[src/sv/lfpid_pkg.sv]
// shared constants, codes and types for the line follower pid steering block
// no dependencies; imported by lfpid_div and line_follower_pid_steering
`default_nettype none

package lfpid_pkg;

	// item geometry
	localparam int SENSOR_COUNT = 6;
	localparam int SAMPLE_W     = 8;
	localparam int DRIVE_W      = 9;
	localparam int WEIGHT_STEP  = 1000;
	localparam int EDGE_LEVEL   = 50;
	localparam int OFF_BOOST    = 20;

	// serial divider geometry
	localparam int DIV_W  = 22;
	localparam int DEN_W  = 15;
	localparam int CNT_W  = 5;
	localparam int POS_N  = 22;
	localparam int PERR_N = 13;
	localparam int IERR_N = 15;
	localparam int DERR_N = 14;

	// configuration port
	localparam int CFG_W = 15;
	localparam int IDX_W = 3;

	localparam logic [IDX_W-1:0] REG_TOLERANCE      = 3'd0;
	localparam logic [IDX_W-1:0] REG_P_DIVISOR      = 3'd1;
	localparam logic [IDX_W-1:0] REG_I_DIVISOR      = 3'd2;
	localparam logic [IDX_W-1:0] REG_D_DIVISOR      = 3'd3;
	localparam logic [IDX_W-1:0] REG_LINE_CENTER    = 3'd4;
	localparam logic [IDX_W-1:0] REG_INTEGRAL_LIMIT = 3'd5;
	localparam logic [IDX_W-1:0] REG_MIN_SPEED      = 3'd6;
	localparam logic [IDX_W-1:0] REG_SPEED_RANGE    = 3'd7;

	// register reset values
	localparam logic [7:0]  RST_TOLERANCE      = 8'd30;
	localparam logic [6:0]  RST_P_DIVISOR      = 7'd14;
	localparam logic [14:0] RST_I_DIVISOR      = 15'd240;
	localparam logic [7:0]  RST_D_DIVISOR      = 8'd2;
	localparam logic [12:0] RST_LINE_CENTER    = 13'd2500;
	localparam logic [14:0] RST_INTEGRAL_LIMIT = 15'd30000;
	localparam logic [7:0]  RST_MIN_SPEED      = 8'd40;
	localparam logic [7:0]  RST_SPEED_RANGE    = 8'd100;

	// sequencer states
	typedef enum logic [2:0] {
		ST_IDLE,
		ST_PREP,
		ST_GO,
		ST_DIV,
		ST_CLAMP,
		ST_SPLIT,
		ST_DONE
	} lfpid_state_t;

	// which quotient the shared divider is working on
	typedef enum logic [1:0] {
		OP_POS,
		OP_P,
		OP_I,
		OP_D
	} lfpid_op_t;

endpackage

`default_nettype wire

[src/sv/line_follower_pid_steering.sv]
// line follower pid steering: centroid, pid terms, clamp and drive split
// beats are accepted only in idle, and none until the last result has left done
// off track, prep goes straight to done; on track, the shared serial divider
// runs 22 + 13 + 15 + 14 iterations (centroid, p, i, d terms) one bit per cycle
// a result waiting on out_stall holds the next item in its final state only
// reset: registers take their default values, pid state and edge memory clear
// depends on lfpid_pkg and lfpid_div
`default_nettype none

module line_follower_pid_steering (
	input  wire logic                          clk,
	input  wire logic                          arst_n,
	// input channel
	input  wire logic                          in_valid,
	output logic                               in_stall,
	input  wire logic                          restart,
	input  wire logic [7:0]                    sample_1,
	input  wire logic [7:0]                    sample_2,
	input  wire logic [7:0]                    sample_3,
	input  wire logic [7:0]                    sample_4,
	input  wire logic [7:0]                    sample_5,
	input  wire logic [7:0]                    sample_6,
	// output channel
	output logic                               out_valid,
	input  wire logic                          out_stall,
	output logic [8:0]                         left_drive,
	output logic [8:0]                         right_drive,
	output logic                               off_track,
	output logic                               edge_seen,
	output logic signed [8:0]                  correction,
	// configuration write port
	input  wire logic                          wr_en,
	input  wire logic [lfpid_pkg::IDX_W-1:0]   wr_index,
	input  wire logic [lfpid_pkg::CFG_W-1:0]   wr_data
);
	import lfpid_pkg::*;

	// configuration registers
	logic [7:0]  tolerance_q;
	logic [6:0]  p_divisor_q;
	logic [14:0] i_divisor_q;
	logic [7:0]  d_divisor_q;
	logic [12:0] line_center_q;
	logic [14:0] integral_limit_q;
	logic [7:0]  min_speed_q;
	logic [7:0]  speed_range_q;

	// sequencer
	lfpid_state_t state_q, state_d;
	lfpid_op_t    op_q;
	logic         div_start;
	logic         accept;

	// item and pid state
	logic [SAMPLE_W-1:0] samp_q [SENSOR_COUNT];
	logic signed [13:0]  prev_err_q;
	logic signed [15:0]  integ_q;
	logic                last_edge_q;
	logic signed [13:0]  err_q;
	logic signed [14:0]  derr_q;
	logic signed [16:0]  acc_q;
	logic signed [8:0]   corr_q;

	// finished result
	logic [8:0]        res_left_q;
	logic [8:0]        res_right_q;
	logic              res_off_q;
	logic signed [8:0] res_corr_q;

	// output register
	logic              out_valid_q;
	logic [8:0]        left_q;
	logic [8:0]        right_q;
	logic              off_q;
	logic              edge_q;
	logic signed [8:0] corr_out_q;
	logic              out_free;

	// divider hookup
	logic [DIV_W-1:0] div_dividend;
	logic [DEN_W-1:0] div_divisor;
	logic [CNT_W-1:0] div_nbits;
	logic             div_done;
	logic [DIV_W-1:0] div_quo;

	// combinational datapath
	logic [10:0]        sum_w;
	logic [11:0]        wcnt_w;
	logic [DIV_W-1:0]   wsum_w;
	logic               all_low_w;
	logic               off_w;
	logic               edge_w;
	logic [8:0]         boost_w;
	logic [6:0]         p_eff;
	logic [14:0]        i_eff;
	logic [7:0]         d_eff;
	logic [12:0]        err_mag;
	logic [14:0]        integ_mag;
	logic [13:0]        derr_mag;
	logic signed [13:0] err_w;
	logic signed [14:0] derr_w;
	logic signed [16:0] cand_w;
	logic signed [16:0] lim_w;
	logic signed [16:0] q_w;
	logic               q_neg;
	logic signed [16:0] term_w;
	logic signed [16:0] rng_w;
	logic signed [8:0]  clamp_w;
	logic signed [8:0]  half_corr;
	logic signed [9:0]  half_w;
	logic signed [9:0]  left_w;
	logic signed [9:0]  right_w;

	assign accept   = in_valid & ~in_stall;
	assign out_free = ~out_valid_q | ~out_stall;

	// configuration writes
	always_ff @(posedge clk or negedge arst_n) begin
		if (!arst_n) begin
			tolerance_q      <= RST_TOLERANCE;
			p_divisor_q      <= RST_P_DIVISOR;
			i_divisor_q      <= RST_I_DIVISOR;
			d_divisor_q      <= RST_D_DIVISOR;
			line_center_q    <= RST_LINE_CENTER;
			integral_limit_q <= RST_INTEGRAL_LIMIT;
			min_speed_q      <= RST_MIN_SPEED;
			speed_range_q    <= RST_SPEED_RANGE;
		end else if (wr_en) begin
			case (wr_index)
				REG_TOLERANCE:      tolerance_q      <= wr_data[7:0];
				REG_P_DIVISOR:      p_divisor_q      <= wr_data[6:0];
				REG_I_DIVISOR:      i_divisor_q      <= wr_data[14:0];
				REG_D_DIVISOR:      d_divisor_q      <= wr_data[7:0];
				REG_LINE_CENTER:    line_center_q    <= wr_data[12:0];
				REG_INTEGRAL_LIMIT: integral_limit_q <= wr_data[14:0];
				REG_MIN_SPEED:      min_speed_q      <= wr_data[7:0];
				REG_SPEED_RANGE:    speed_range_q    <= wr_data[7:0];
				default:            tolerance_q      <= tolerance_q;
			endcase
		end
	end

	// zero divisors act as one
	assign p_eff = (p_divisor_q == '0) ? 7'd1 : p_divisor_q;
	assign i_eff = (i_divisor_q == '0) ? 15'd1 : i_divisor_q;
	assign d_eff = (d_divisor_q == '0) ? 8'd1 : d_divisor_q;

	// sample sum, weighted sum, off-line test and edge memory
	always_comb begin
		sum_w     = '0;
		wcnt_w    = '0;
		all_low_w = 1'b1;
		for (int i = 0; i < SENSOR_COUNT; i++) begin
			sum_w  = sum_w + 11'(samp_q[i]);
			wcnt_w = wcnt_w + 12'(samp_q[i]) * 12'(i);
			if (samp_q[i] >= tolerance_q) begin
				all_low_w = 1'b0;
			end
		end
		wsum_w = DIV_W'(wcnt_w) * DIV_W'(WEIGHT_STEP);
		off_w  = all_low_w | (sum_w == '0);
		if (samp_q[0] > SAMPLE_W'(EDGE_LEVEL)) begin
			edge_w = 1'b0;
		end else if (samp_q[SENSOR_COUNT-1] > SAMPLE_W'(EDGE_LEVEL)) begin
			edge_w = 1'b1;
		end else begin
			edge_w = last_edge_q;
		end
		boost_w = 9'(min_speed_q) + 9'(OFF_BOOST);
	end

	// magnitudes handed to the divider
	always_comb begin
		err_mag   = 13'(err_q[13] ? -err_q : err_q);
		integ_mag = 15'(integ_q[15] ? -integ_q : integ_q);
		derr_mag  = 14'(derr_q[14] ? -derr_q : derr_q);
	end

	// divider operand select, dividend left aligned to the iteration count
	always_comb begin
		case (op_q)
			OP_POS: begin
				div_dividend = wsum_w;
				div_divisor  = DEN_W'(sum_w);
				div_nbits    = CNT_W'(POS_N);
			end
			OP_P: begin
				div_dividend = {err_mag, (DIV_W-PERR_N)'(0)};
				div_divisor  = DEN_W'(p_eff);
				div_nbits    = CNT_W'(PERR_N);
			end
			OP_I: begin
				div_dividend = {integ_mag, (DIV_W-IERR_N)'(0)};
				div_divisor  = i_eff;
				div_nbits    = CNT_W'(IERR_N);
			end
			OP_D: begin
				div_dividend = {derr_mag, (DIV_W-DERR_N)'(0)};
				div_divisor  = DEN_W'(d_eff);
				div_nbits    = CNT_W'(DERR_N);
			end
			default: begin
				div_dividend = wsum_w;
				div_divisor  = DEN_W'(sum_w);
				div_nbits    = CNT_W'(POS_N);
			end
		endcase
	end

	lfpid_div u_div (
		.clk      (clk),
		.arst_n   (arst_n),
		.start    (div_start),
		.dividend (div_dividend),
		.divisor  (div_divisor),
		.nbits    (div_nbits),
		.done     (div_done),
		.quotient (div_quo)
	);

	// error, derivative and integral candidate from the centroid
	always_comb begin
		err_w  = $signed({1'b0, div_quo[12:0]}) - $signed({1'b0, line_center_q});
		derr_w = 15'(err_w) - 15'(prev_err_q);
		cand_w = 17'(integ_q) + 17'(err_w >>> 8);
		lim_w  = $signed({2'b00, integral_limit_q});
	end

	// signed term from the unsigned quotient
	always_comb begin
		q_w = $signed({1'b0, div_quo[15:0]});
		case (op_q)
			OP_P:    q_neg = err_q[13];
			OP_I:    q_neg = integ_q[15];
			OP_D:    q_neg = derr_q[14];
			default: q_neg = 1'b0;
		endcase
		term_w = q_neg ? -q_w : q_w;
	end

	// clamp and drive split, half of the correction rounds toward zero
	always_comb begin
		rng_w = $signed({9'b0, speed_range_q});
		if (acc_q > rng_w) begin
			clamp_w = 9'(rng_w);
		end else if (acc_q < -rng_w) begin
			clamp_w = 9'(-rng_w);
		end else begin
			clamp_w = 9'(acc_q);
		end
		half_corr = (corr_q + $signed({8'b0, corr_q[8]})) >>> 1;
		half_w    = $signed({2'b00, min_speed_q}) + $signed({3'b000, speed_range_q[7:1]});
		left_w    = half_w - 10'(half_corr);
		right_w   = half_w + 10'(half_corr);
	end

	// state register
	always_ff @(posedge clk or negedge arst_n) begin
		if (!arst_n) begin
			state_q <= ST_IDLE;
		end else begin
			state_q <= state_d;
		end
	end

	// next state and control outputs
	always_comb begin
		state_d   = state_q;
		div_start = 1'b0;
		in_stall  = 1'b1;
		case (state_q)
			ST_IDLE: begin
				in_stall = 1'b0;
				if (in_valid) begin
					state_d = ST_PREP;
				end
			end
			ST_PREP: begin
				if (off_w) begin
					state_d = ST_DONE;
				end else begin
					div_start = 1'b1;
					state_d   = ST_DIV;
				end
			end
			ST_GO: begin
				div_start = 1'b1;
				state_d   = ST_DIV;
			end
			ST_DIV: begin
				if (div_done) begin
					state_d = (op_q == OP_D) ? ST_CLAMP : ST_GO;
				end
			end
			ST_CLAMP: state_d = ST_SPLIT;
			ST_SPLIT: state_d = ST_DONE;
			ST_DONE: begin
				if (out_free) begin
					state_d = ST_IDLE;
				end
			end
			default: state_d = ST_IDLE;
		endcase
	end

	// pid state and edge memory
	always_ff @(posedge clk or negedge arst_n) begin
		if (!arst_n) begin
			prev_err_q  <= '0;
			integ_q     <= '0;
			last_edge_q <= 1'b0;
		end else begin
			if (accept && restart) begin
				prev_err_q <= '0;
				integ_q    <= '0;
			end
			if (state_q == ST_PREP) begin
				last_edge_q <= edge_w;
			end
			if (state_q == ST_DIV && div_done && op_q == OP_POS) begin
				prev_err_q <= err_w;
				if (!(cand_w >= lim_w || cand_w <= -lim_w)) begin
					integ_q <= 16'(cand_w);
				end
			end
		end
	end

	// working datapath
	always_ff @(posedge clk) begin
		if (accept) begin
			samp_q[0] <= sample_1;
			samp_q[1] <= sample_2;
			samp_q[2] <= sample_3;
			samp_q[3] <= sample_4;
			samp_q[4] <= sample_5;
			samp_q[5] <= sample_6;
			op_q      <= OP_POS;
		end
		case (state_q)
			ST_PREP: begin
				res_off_q  <= off_w;
				res_corr_q <= '0;
				if (edge_w) begin
					res_left_q  <= 9'(min_speed_q);
					res_right_q <= boost_w;
				end else begin
					res_left_q  <= boost_w;
					res_right_q <= 9'(min_speed_q);
				end
			end
			ST_DIV: begin
				if (div_done) begin
					case (op_q)
						OP_POS: begin
							err_q  <= err_w;
							derr_q <= derr_w;
							op_q   <= OP_P;
						end
						OP_P: begin
							acc_q <= term_w;
							op_q  <= OP_I;
						end
						OP_I: begin
							acc_q <= acc_q + term_w;
							op_q  <= OP_D;
						end
						OP_D: acc_q <= acc_q + term_w;
						default: op_q <= OP_POS;
					endcase
				end
			end
			ST_CLAMP: corr_q <= clamp_w;
			ST_SPLIT: begin
				res_corr_q  <= corr_q;
				res_left_q  <= 9'(left_w);
				res_right_q <= 9'(right_w);
			end
			default: res_off_q <= res_off_q;
		endcase
	end

	// output register, free again once the beat is taken
	always_ff @(posedge clk or negedge arst_n) begin
		if (!arst_n) begin
			out_valid_q <= 1'b0;
		end else if (state_q == ST_DONE && out_free) begin
			out_valid_q <= 1'b1;
		end else if (!out_stall) begin
			out_valid_q <= 1'b0;
		end
	end

	// output payload
	always_ff @(posedge clk) begin
		if (state_q == ST_DONE && out_free) begin
			left_q     <= res_left_q;
			right_q    <= res_right_q;
			off_q      <= res_off_q;
			edge_q     <= last_edge_q;
			corr_out_q <= res_corr_q;
		end
	end

	assign out_valid   = out_valid_q;
	assign left_drive  = left_q;
	assign right_drive = right_q;
	assign off_track   = off_q;
	assign edge_seen   = edge_q;
	assign correction  = corr_out_q;

endmodule

`default_nettype wire

[src/sv/lfpid_div.sv]
// radix-2 restoring divider, one quotient bit per cycle
// depends on lfpid_pkg; dividend arrives left aligned, nbits sets the iteration count
`default_nettype none

module lfpid_div (
	input  wire logic                        clk,
	input  wire logic                        arst_n,
	input  wire logic                        start,
	input  wire logic [lfpid_pkg::DIV_W-1:0] dividend,
	input  wire logic [lfpid_pkg::DEN_W-1:0] divisor,
	input  wire logic [lfpid_pkg::CNT_W-1:0] nbits,
	output logic                             done,
	output logic [lfpid_pkg::DIV_W-1:0]      quotient
);
	import lfpid_pkg::*;

	logic [DEN_W:0]   rem_q;
	logic [DIV_W-1:0] quo_q;
	logic [CNT_W-1:0] cnt_q;
	logic             run_q;
	logic             done_q;

	logic [DEN_W:0]   shifted;
	logic [DEN_W+1:0] trial;
	logic             fits;

	// one trial subtract per cycle
	always_comb begin
		shifted = {rem_q[DEN_W-1:0], quo_q[DIV_W-1]};
		trial   = {1'b0, shifted} - {2'b00, divisor};
		fits    = ~trial[DEN_W+1];
	end

	// control
	always_ff @(posedge clk or negedge arst_n) begin
		if (!arst_n) begin
			cnt_q  <= '0;
			run_q  <= 1'b0;
			done_q <= 1'b0;
		end else if (start) begin
			cnt_q  <= nbits;
			run_q  <= 1'b1;
			done_q <= 1'b0;
		end else if (run_q) begin
			cnt_q <= cnt_q - CNT_W'(1);
			if (cnt_q == CNT_W'(1)) begin
				run_q  <= 1'b0;
				done_q <= 1'b1;
			end
		end else begin
			done_q <= 1'b0;
		end
	end

	// remainder and quotient shift register
	always_ff @(posedge clk) begin
		if (start) begin
			rem_q <= '0;
			quo_q <= dividend;
		end else if (run_q) begin
			rem_q <= fits ? trial[DEN_W:0] : shifted;
			quo_q <= {quo_q[DIV_W-2:0], fits};
		end
	end

	assign done     = done_q;
	assign quotient = quo_q;

endmodule

`default_nettype wire

[config.mk]
export PLATFORM = sky130hd
export DESIGN_NAME = line_follower_pid_steering
export DESIGN_NICKNAME = d
export VERILOG_FILES = /design/src/sv/lfpid_pkg.sv /design/src/sv/line_follower_pid_steering.sv /design/src/sv/lfpid_div.sv
export SDC_FILE = /design/constraint.sdc
export NUM_CORES = 1
export LEC_CHECK = 0
export BUFFER_PORTS_ARGS = -buffer_cell sky130_fd_sc_hd__buf_2
export CORE_ASPECT_RATIO = 0.9
export CORE_MARGIN = 1
export CORE_UTILIZATION = 25
export DETAILED_ROUTE_END_ITERATION = 8
export HOLD_SLACK_MARGIN = 0.05
export PLACE_DENSITY_LB_ADDON = 0.3
export SYNTH_ARGS = -nofsm -noshare
export SYNTH_HDL_FRONTEND = slang
export SYNTH_SLANG_ARGS = --single-unit
[constraint.sdc]
create_clock -name clk -period 25.8 [get_ports clk]
set_input_delay 5.16 -clock clk [delete_from_list [all_inputs] [get_ports clk]]
set_output_delay 5.16 -clock clk [all_outputs]
set_load 0.1 [all_outputs]
==> flow_metrics.tcl, run 1 <==
set metrics [dict create \
    die_h_um 305 \
    synth_seq_area_share_pct 34.9 \
    cts_max_path_buffers 3 \
    insertion_delay_ns 0.59 \
    core_area_um2 100000 \
    post_cts_buffers 0 \
    portBuffers 102 \
    cp_slowest_cell "a2111oi_0" \
    rsz0062_at_grt "false" \
    nNetsFinal 3053 \
    num_vias 18300 \
    fin_crit_sh_pct 35.0 \
    clock_sinks 321 \
    synth-edff-count 180 \
    reg2reg_slack_ns 16.77 \
    layout_min_cycle_time_ns 9.03 \
    track_usage_pct 12.8 \
    synthesis.area_um2 25400 \
    fin_tns_setup_ns 0 \
    clk_pin_slew_ns 0.07 \
    netlist_instances 2479 \
    status "completed" \
    grt_max_degree 65 \
    critPathMaxFanout 6 \
    crit_start "samp_q[5][1]$_DFFE_PP_" \
    gp_congestion 0.817 \
    fin_skew_ns 0.0204 \
    die_area_um2 103000 \
    worstRegToRegCells 30 \
    cts-root-buf "clkbuf_16" \
    async_flop_share_pct 38.6 \
    drt-initial-drc-count 1207 \
    yosysUniqueCellTypes 79 \
    final_common_cell "inv_1" \
    h-tree-depth 2 \
    slew_headroom_pct 21.1 \
    drv_cap 0 \
    wl_met3_um 3210 \
    regArea_um2 8880 \
    wl_met2_um 27800 \
    rr_endpoint "u_div.quotient[20]$_DFFE_PP_" \
    crit_arrival_ns 9.37 \
    cts-resized-gates 0 \
    cts_tree "built" \
    multi_input_area_um2 15200 \
    start_util_pct 25.3 \
    grt_pass1_vias 17800 \
    regToRegStartpoint "samp_q[5][1]$_DFFE_PP_" \
    startpoint_type "flip-flop" \
    wl_per_cell_um 16.7 \
    hold_end "correction[8]$_DFFE_PP_" \
    crit_top_cell "fa_1" \
    antenna_cells 0 \
    numCtsBuffers 40 \
    rows 110 \
    die_w_um 338 \
    grt-ovfl-total 0 \
    grt_pass1_wl_um 104000 \
    drc_errors 0 \
    cp-end-kind "flip-flop" \
    hp-start "res_corr_q[8]$_SDFFCE_PN0P_" \
    ant_nets 0 \
    syn_to_final_growth_pct 14.1 \
    hold_viol 0 \
    n_fill_cell 10600 \
    worst-setup-path-type "reg2reg" \
    yosys_warnings 0 \
    hpwl_um 50900 \
    drive_above_1_share_pct 13.4 \
    dr.pass1.iters 6 \
    cpPeakStageDelay_ns 0.65 \
    cts_hold_buf 0 \
    top_layer "met4" \
    ios 103 \
    vias_per_cell 4.63 \
    wl_um 66200 \
    setup_viol 0 \
    synth-seq-cells 321 \
    max_freq_mhz 111 \
    final_cell_mix "inv_1 (293), ha_1 (291), edfxtp_1 (180)" \
    tightest_slew_ns 1.18 \
    antenna_found_initial 8 \
    synthFlopType "edfxtp_1" \
    routedLengthMet1_um 33900 \
    avgSynthCellArea_um2 10.3 \
    slew_viol_final 0 \
    hold_depth 0 \
    hp-class "reg2reg" \
    synth_nets 2951 \
    cp.required_ns 26.14 \
]
[synthesized netlist by cell type (49+ instances only)]
cell type	n	area, µm²
inv_1	293	1100
ha_1	291	3640
edfxtp_1	180	5410
nand2_1	159	597
xnor2_1	144	1260
a21oi_1	126	631
o21ai_0	122	611
nor2_1	114	428
fa_1	109	2180
dfrtp_1	95	2380
mux2_2	84	946
nor3_1	57	285
clkbuf_1	53	199
xor2_1	49	429
[flip-flops by register name, indices dropped and copies added (netlist names), 7 cells and up]
register / cells
res_corr_q: 9
err_q: 14
res_left_q: 9
derr_q: 15
res_right_q: 8
samp_q: 48
d_divisor_q: 8
left_drive: 9
min_speed_q: 8
acc_q: 17
line_center_q: 13
integ_q: 16
u_div.rem_q: 15
speed_range_q: 8
prev_err_q: 14
tolerance_q: 8
p_divisor_q: 7
u_div.quotient: 22
integral_limit_q: 15
correction: 9
i_divisor_q: 15
corr_q: 9
right_drive: 8
[logic make-up after synthesis]
group / Yosys count / share of synthesized area (%)
fa+ha+maj: 401 / 22.9
simple gates: 538 / 10.3
mux: 125 / 5.58
flops: 321 / 34.9
compound gates: 543 / 14.2
buf+inv: 358 / 5.40
xor+xnor: 193 / 6.64
[worst max path at each step]
stage                                               to  depth (start not counted)
after floorplan                  integ_q[14]$_DFF_PN0_                          6
after global placement    u_div.quotient[20]$_DFFE_PP_                         30
after detailed placement  u_div.quotient[20]$_DFFE_PP_                         30
after CTS                 u_div.quotient[20]$_DFFE_PP_                         30
after global routing      u_div.quotient[20]$_DFFE_PP_                         30
final                     u_div.quotient[20]$_DFFE_PP_                         30
[worst max-delay path: cells and delay by family, from the launching register on]
kind	cells	cell delay [ns]
adders and majority gates	11	4.89
AOI/OAI and AO/OA	8	2.00
xor gates and xnor gates	2	0.55
DFF	1	0.48
buffers and inverters	7	0.48
muxes	2	0.37
[layout make-up]
class / count / share of cell area (%)
inverters: 294 / 3.80
clock buffers: 55 / 4.04
flip-flops and latches: 321 / 30.6
well taps: 1344 / 5.79
clock inverters: 19 / 0.910
repair buffers: 124 / 2.35
multi-input cells: 1800 / 52.5
[through the flow]
step | utilization, % | worst slack [ns] | hold slack [ns] | instance area, µm² | instances
CTS | 28.9 | 16.76 | 0.413 | 29000 | 3957
floorplan | - | 17.47 | 0.400 | 25400 | 2479
global route | 28.9 | 16.21 | 0.413 | 29000 | 3957
global placement | 27.5 | 16.91 | 0.404 | 27600 | 3883
detailed placement | 27.5 | 16.78 | 0.405 | 27600 | 3883
finish | 28.9 | 16.77 | 0.415 | 29000 | 3957
[metal layers]
metal | track usage, % | up-vias
li1 | - | 9072
met1 | 19.2 | 8868
met2 | 18.8 | 328
met3 | 2.06 | 72
met4 | 3.35 | 0
met5 | 0 | -
Power of run 1 is not shown: default switching activity piles up to over one toggle a cycle in this logic, so the estimate is an artifact.
==> inputs of run 2 (changes only) <==
==> constraint.sdc (replaced) <==
create_clock -name clk -period 7.27 [get_ports clk]
set_input_delay 1.454 -clock clk [delete_from_list [all_inputs] [get_ports clk]]
set_output_delay 1.454 -clock clk [all_outputs]
set_load 0.1 [all_outputs]
==> run 2 against run 1 <==
The flow now finishes with violations (negative setup slack). Core utilization up 1.3 points. Die area is the same. First-iteration DRC count fell by 3.7%. Cell area increased by 4.6%. Worst hold slack got worse by 0.0014 ns. Setup slack worse by 17 ns. Routed wire length up 3.0%. Flip-flop and latch count stayed put. Critical path type unchanged.
==> flow_metrics.tcl, run 2 (synthesis results as in run 1) <==
set metrics [dict create \
    die_w_um 338 \
    grt_pass1_wl_um 107000 \
    worst_slack_ns -0.314 \
    wl_um 68200 \
    numCtsBuffers 39 \
    critPathMaxFanout 4 \
    largest_reg_flops 48 \
    cpPeakStageDelay_ns 0.52 \
    fin_crit_sh_pct 104 \
    grt_pass1_vias 18600 \
    insertion_delay_ns 0.58 \
    clk_pin_slew_ns 0.06 \
    die_area_um2 103000 \
    grt-ovfl-total 0 \
    cts-root-buf "clkbuf_16" \
    portBuffers 102 \
    h-tree-depth 2 \
    crit_top_cell "fa_1" \
    cp-end-kind "flip-flop" \
    hp-class "reg2reg" \
    fin_skew_ns 0.0327 \
    status "finished, violations left" \
    vias_per_cell 4.62 \
    die_h_um 305 \
    wl_met2_um 28700 \
    worst-setup-path-type "reg2reg" \
    cts_max_path_buffers 3 \
    track_usage_pct 13.1 \
    start_util_pct 25.3 \
    cts_hold_buf 0 \
    core_area_um2 100000 \
    top_layer "met4" \
    clock_sinks 321 \
    tightest_slew_ns 1.21 \
    hpwl_um 52300 \
    ant_nets 0 \
    final_cell_mix "inv_1 (278), ha_1 (278), edfxtp_1 (180)" \
    startpoint_type "flip-flop" \
    routedLengthMet1_um 34800 \
    grt_max_degree 75 \
    drc_errors 0 \
    rows 110 \
    dr.pass1.iters 5 \
    num_vias 18800 \
    setup_viol 7 \
    cp.required_ns 7.60 \
    hold_slack_ns 0.414 \
    nNetsFinal 3171 \
    largest_register "samp_q" \
    antenna_found_initial 7 \
    drv_cap 0 \
    slew_viol_final 0 \
    gp_congestion 0.831 \
    rsz0062_at_grt "true" \
    drt-initial-drc-count 1162 \
    cts_tree "built" \
    syn_to_final_growth_pct 19.3 \
    drive_above_1_share_pct 19.6 \
    max_freq_mhz 132 \
    slew_headroom_pct 19.1 \
    cp_slowest_cell "fa_1" \
    ios 103 \
    layout_min_cycle_time_ns 7.58 \
    violations "negative setup slack" \
    hold_viol 0 \
    crit_arrival_ns 7.91 \
    wl_per_cell_um 16.7 \
    wl_met3_um 3460 \
    n_fill_cell 10500 \
]
==> run 2: cell types whose count changed in the layout (fill, tap and decap cells not counted), moves of 10 or more <==
cell	previous run	this run
a21oi_1	125	115
buf_4	22	136
ha_1	291	278
ha_4	0	12
inv_1	293	278
inv_2	1	16
xnor2_1	144	134
==> run 2: repair_timing <==
action / in CTS / in global routing
gates resized for setup: 24 / 34
gates cloned: 0 / 0
endpoints found under the setup margin: 9 / 21
pin swaps: 19 / 31
endpoints found under the hold margin: 0 / 0
buffers inserted: 7 / 10
==> run 2: metal layers <==
metal  track usage (%)  vias to the layer above
li1                  -                     9312
met1              19.6                     9122
met2              19.4                      348
met3              1.97                       64
met4              3.19                        0
met5                 0                        -
==> run 2: worst paths after layout <==
kind	start	endpoint	slack, ns	cells past startpoint
hold reg to reg	res_right_q[8]$_DFFE_PP_	right_drive[8]$_DFFE_PP_	0.41	0
setup reg to reg	samp_q[3][2]$_DFFE_PP_	u_div.quotient[20]$_DFFE_PP_	-0.31	31
min in group asynchronous	arst_n	integ_q[11]$_DFF_PN0_	0.94	1
setup / recovery	samp_q[3][2]$_DFFE_PP_	u_div.quotient[20]$_DFFE_PP_	-0.31	31
max in group asynchronous	arst_n	u_div.cnt_q[2]$_DFFE_PN0P_	5.03	2
hold / removal	res_right_q[8]$_DFFE_PP_	right_drive[8]$_DFFE_PP_	0.41	0
==> run 2: area by class of cell <==
cell class,count,area [µm²],area share (%)
Multi-Input combinational cell,1800,15700,51.8
Clock buffer,52,1130,3.72
Clock inverter,20,238,0.783
Sequential cell,321,8880,29.3
Tap cell,1344,1680,5.54
Antenna cell,1,2.50,0.00824
Inverter,294,1100,3.63
Timing Repair Buffer,243,1600,5.28
==> run 2: through the flow <==
step	util (%)	cells	setup slack, ns	TNS (ns)	area, µm²
final	30.2	4075	-0.314	-1.71	30400
after global routing	30.2	4074	-0.613	-4.02	30400
after CTS	30.0	4065	-0.403	-2.09	30100
after detailed placement	28.4	3986	-0.518	-2.98	28600
after global placement	28.4	3986	-0.469	-2.67	28600
after floorplan	-	2479	-0.264	-1.14	25600
==> run 2: worst max-delay path, delay by kind of cell, from the launching register on <==
kind	cells	cell delay, ns
muxes	2	0.37
adders and majority gates	11	4.58
AOI/OAI and AO/OA	7	1.17
buffers and inverters	8	0.47
DFF	1	0.39
xor gates and xnor gates	2	0.27
and+or+nand+nor	1	0.08
Power of run 2 is left out for the same reason.
==> inputs of run 3 (changes only) <==
--- a/config.mk
+++ b/config.mk
@@ -6,6 +6,8 @@
 export NUM_CORES = 1
 export LEC_CHECK = 0
 export BUFFER_PORTS_ARGS = -buffer_cell sky130_fd_sc_hd__buf_2
+export CELL_PAD_IN_SITES_DETAIL_PLACEMENT = 1
+export CELL_PAD_IN_SITES_GLOBAL_PLACEMENT = 1
 export CORE_ASPECT_RATIO = 0.9
 export CORE_MARGIN = 1
 export CORE_UTILIZATION = 25
==> constraint.sdc (replaced) <==
create_clock -name clk -period 8.92 [get_ports clk]
set_input_delay 1.784 -clock clk [delete_from_list [all_inputs] [get_ports clk]]
set_output_delay 1.784 -clock clk [all_outputs]
set_load 0.1 [all_outputs]
==> run 3 against run 2 <==
The flow now finishes without violations. Routed wire length up 6.9%. Flip-flop and latch count unchanged. Critical endpoint is now u_div.quotient[19]$_DFFE_PP_. Maximum frequency down 9.5%.
==> flow_metrics.tcl, run 3 (synthesis results as in run 1) <==
set metrics [dict create \
    status "completed" \
    n_fill_cell 11500 \
    hpwl_um 56600 \
    cpPeakStageDelay_ns 0.55 \
    die_area_um2 103000 \
    drt-initial-drc-count 898 \
    die_w_um 338 \
    core_area_um2 100000 \
    fin_crit_sh_pct 94.0 \
    clock_sinks 321 \
    hold_viol 0 \
    ios 103 \
    fin_skew_ns 0.0313 \
    cp_slowest_cell "fa_1" \
    largest_reg_flops 48 \
    worstRegToRegCells 30 \
    reg2reg_slack_ns 0.54 \
    final_common_cell "inv_1" \
    worst-setup-path-type "reg2reg" \
    regToRegStartpoint "samp_q[3][2]$_DFFE_PP_" \
    layout_min_cycle_time_ns 8.38 \
    rr_endpoint "u_div.quotient[19]$_DFFE_PP_" \
    drv_cap 0 \
    ant_nets 0 \
    cts_hold_buf 0 \
    grt-ovfl-total 0 \
    syn_to_final_growth_pct 14.0 \
    cts_tree "built" \
    antenna_found_initial 8 \
    wl_um 72900 \
    final_cell_mix "inv_1 (292), ha_1 (291), edfxtp_1 (180)" \
    cts-root-buf "clkbuf_16" \
    regArea_um2 8880 \
    grt_pass1_wl_um 115000 \
    start_util_pct 25.3 \
    hp-class "reg2reg" \
    portBuffers 102 \
    dr.pass1.iters 5 \
    vias_per_cell 4.73 \
    largest_register "samp_q" \
    crit_start "samp_q[3][2]$_DFFE_PP_" \
    rsz0062_at_grt "false" \
    antenna_cells 0 \
    drive_above_1_share_pct 13.8 \
    critPathCapture "u_div.quotient[19]$_DFFE_PP_" \
    h-tree-depth 2 \
    critPathMaxFanout 4 \
    wl_per_cell_um 18.4 \
    drc_errors 0 \
    rows 110 \
    tightest_slew_ns 1.15 \
    slew_viol_final 0 \
    fin_tns_setup_ns 0 \
    num_vias 18800 \
    slew_headroom_pct 23.1 \
    cp-end-kind "flip-flop" \
    gp_congestion 0.810 \
    clk_pin_slew_ns 0.06 \
    grt_pass1_vias 19500 \
    insertion_delay_ns 0.59 \
    numCtsBuffers 42 \
    crit_arrival_ns 8.73 \
    cts_max_path_buffers 3 \
    multi_input_area_um2 15300 \
    crit_top_cell "fa_1" \
    nNetsFinal 3065 \
    startpoint_type "flip-flop" \
    die_h_um 305 \
    cp.required_ns 9.27 \
    track_usage_pct 14.2 \
    max_freq_mhz 119 \
    grt_max_degree 72 \
    setup_viol 0 \
]
## run 3: what timing repair did
| action | 4_1_cts | 5_1_grt |
|---|---|---|
| endpoints found under the setup margin | 0 | 5 |
| buffers inserted | 0 | 0 |
| gates resized for setup | 0 | 8 |
## run 3: cell type report
type | count | area share [%]
clock buffers | 54 | 3.92
well taps | 1344 | 5.80
multi-input cells | 1800 | 52.7
repair buffers | 134 | 2.61
flip-flops and latches | 321 | 30.6
clock inverters | 23 | 0.561
inverters | 294 | 3.81
## run 3: critical path: cells and delay by family, from the launching register on
kind	cells	cell delay, ns
AOI/OAI and AO/OA	8	1.74
xor gates and xnor gates	2	0.34
adders and majority gates	11	4.81
buffers and inverters	7	0.41
DFF	1	0.44
muxes	1	0.28
and+or+nand+nor	1	0.10
## run 3: layer usage
metal | routed length (µm) | GRT usage, % | up-vias
li1 | - | - | 9110
met1 | 37700 | 21.2 | 9357
met2 | 31100 | 21.2 | 227
met3 | 2850 | 2.18 | 67
met4 | 1270 | 3.23 | 2
met5 | 8 | 0 | -
## run 3: per-stage QoR
stage | cell area [µm²] | util [%] | setup WS, ns | std cells | hold slack (ns)
after floorplan | 25400 | - | 0.606 | 2479 | 0.400
after global placement | 27700 | 27.5 | 0.366 | 3893 | 0.404
final | 29000 | 28.9 | 0.539 | 3970 | 0.416
after detailed placement | 27700 | 27.5 | 0.208 | 3893 | 0.405
after CTS | 29000 | 28.8 | 0.208 | 3970 | 0.416
after global routing | 29000 | 28.9 | 0.0215 | 3970 | 0.412
## run 3: how the worst min path moves through the flow
stage | endpoint | slack [ns] | cells past startpoint | startpoint
2_1_floorplan | correction[0]$_DFFE_PP_ | 0.40 | 0 | res_corr_q[0]$_SDFFCE_PN0P_
3_3_place_gp | right_drive[6]$_DFFE_PP_ | 0.40 | 0 | res_right_q[6]$_DFFE_PP_
3_5_place_dp | right_drive[8]$_DFFE_PP_ | 0.41 | 0 | res_right_q[8]$_DFFE_PP_
4_1_cts | correction[4]$_DFFE_PP_ | 0.42 | 0 | res_corr_q[4]$_SDFFCE_PN0P_
5_1_grt | correction[4]$_DFFE_PP_ | 0.41 | 0 | res_corr_q[4]$_SDFFCE_PN0P_
6_report | correction[4]$_DFFE_PP_ | 0.42 | 0 | res_corr_q[4]$_SDFFCE_PN0P_
Power of run 3 is left out for the same reason.
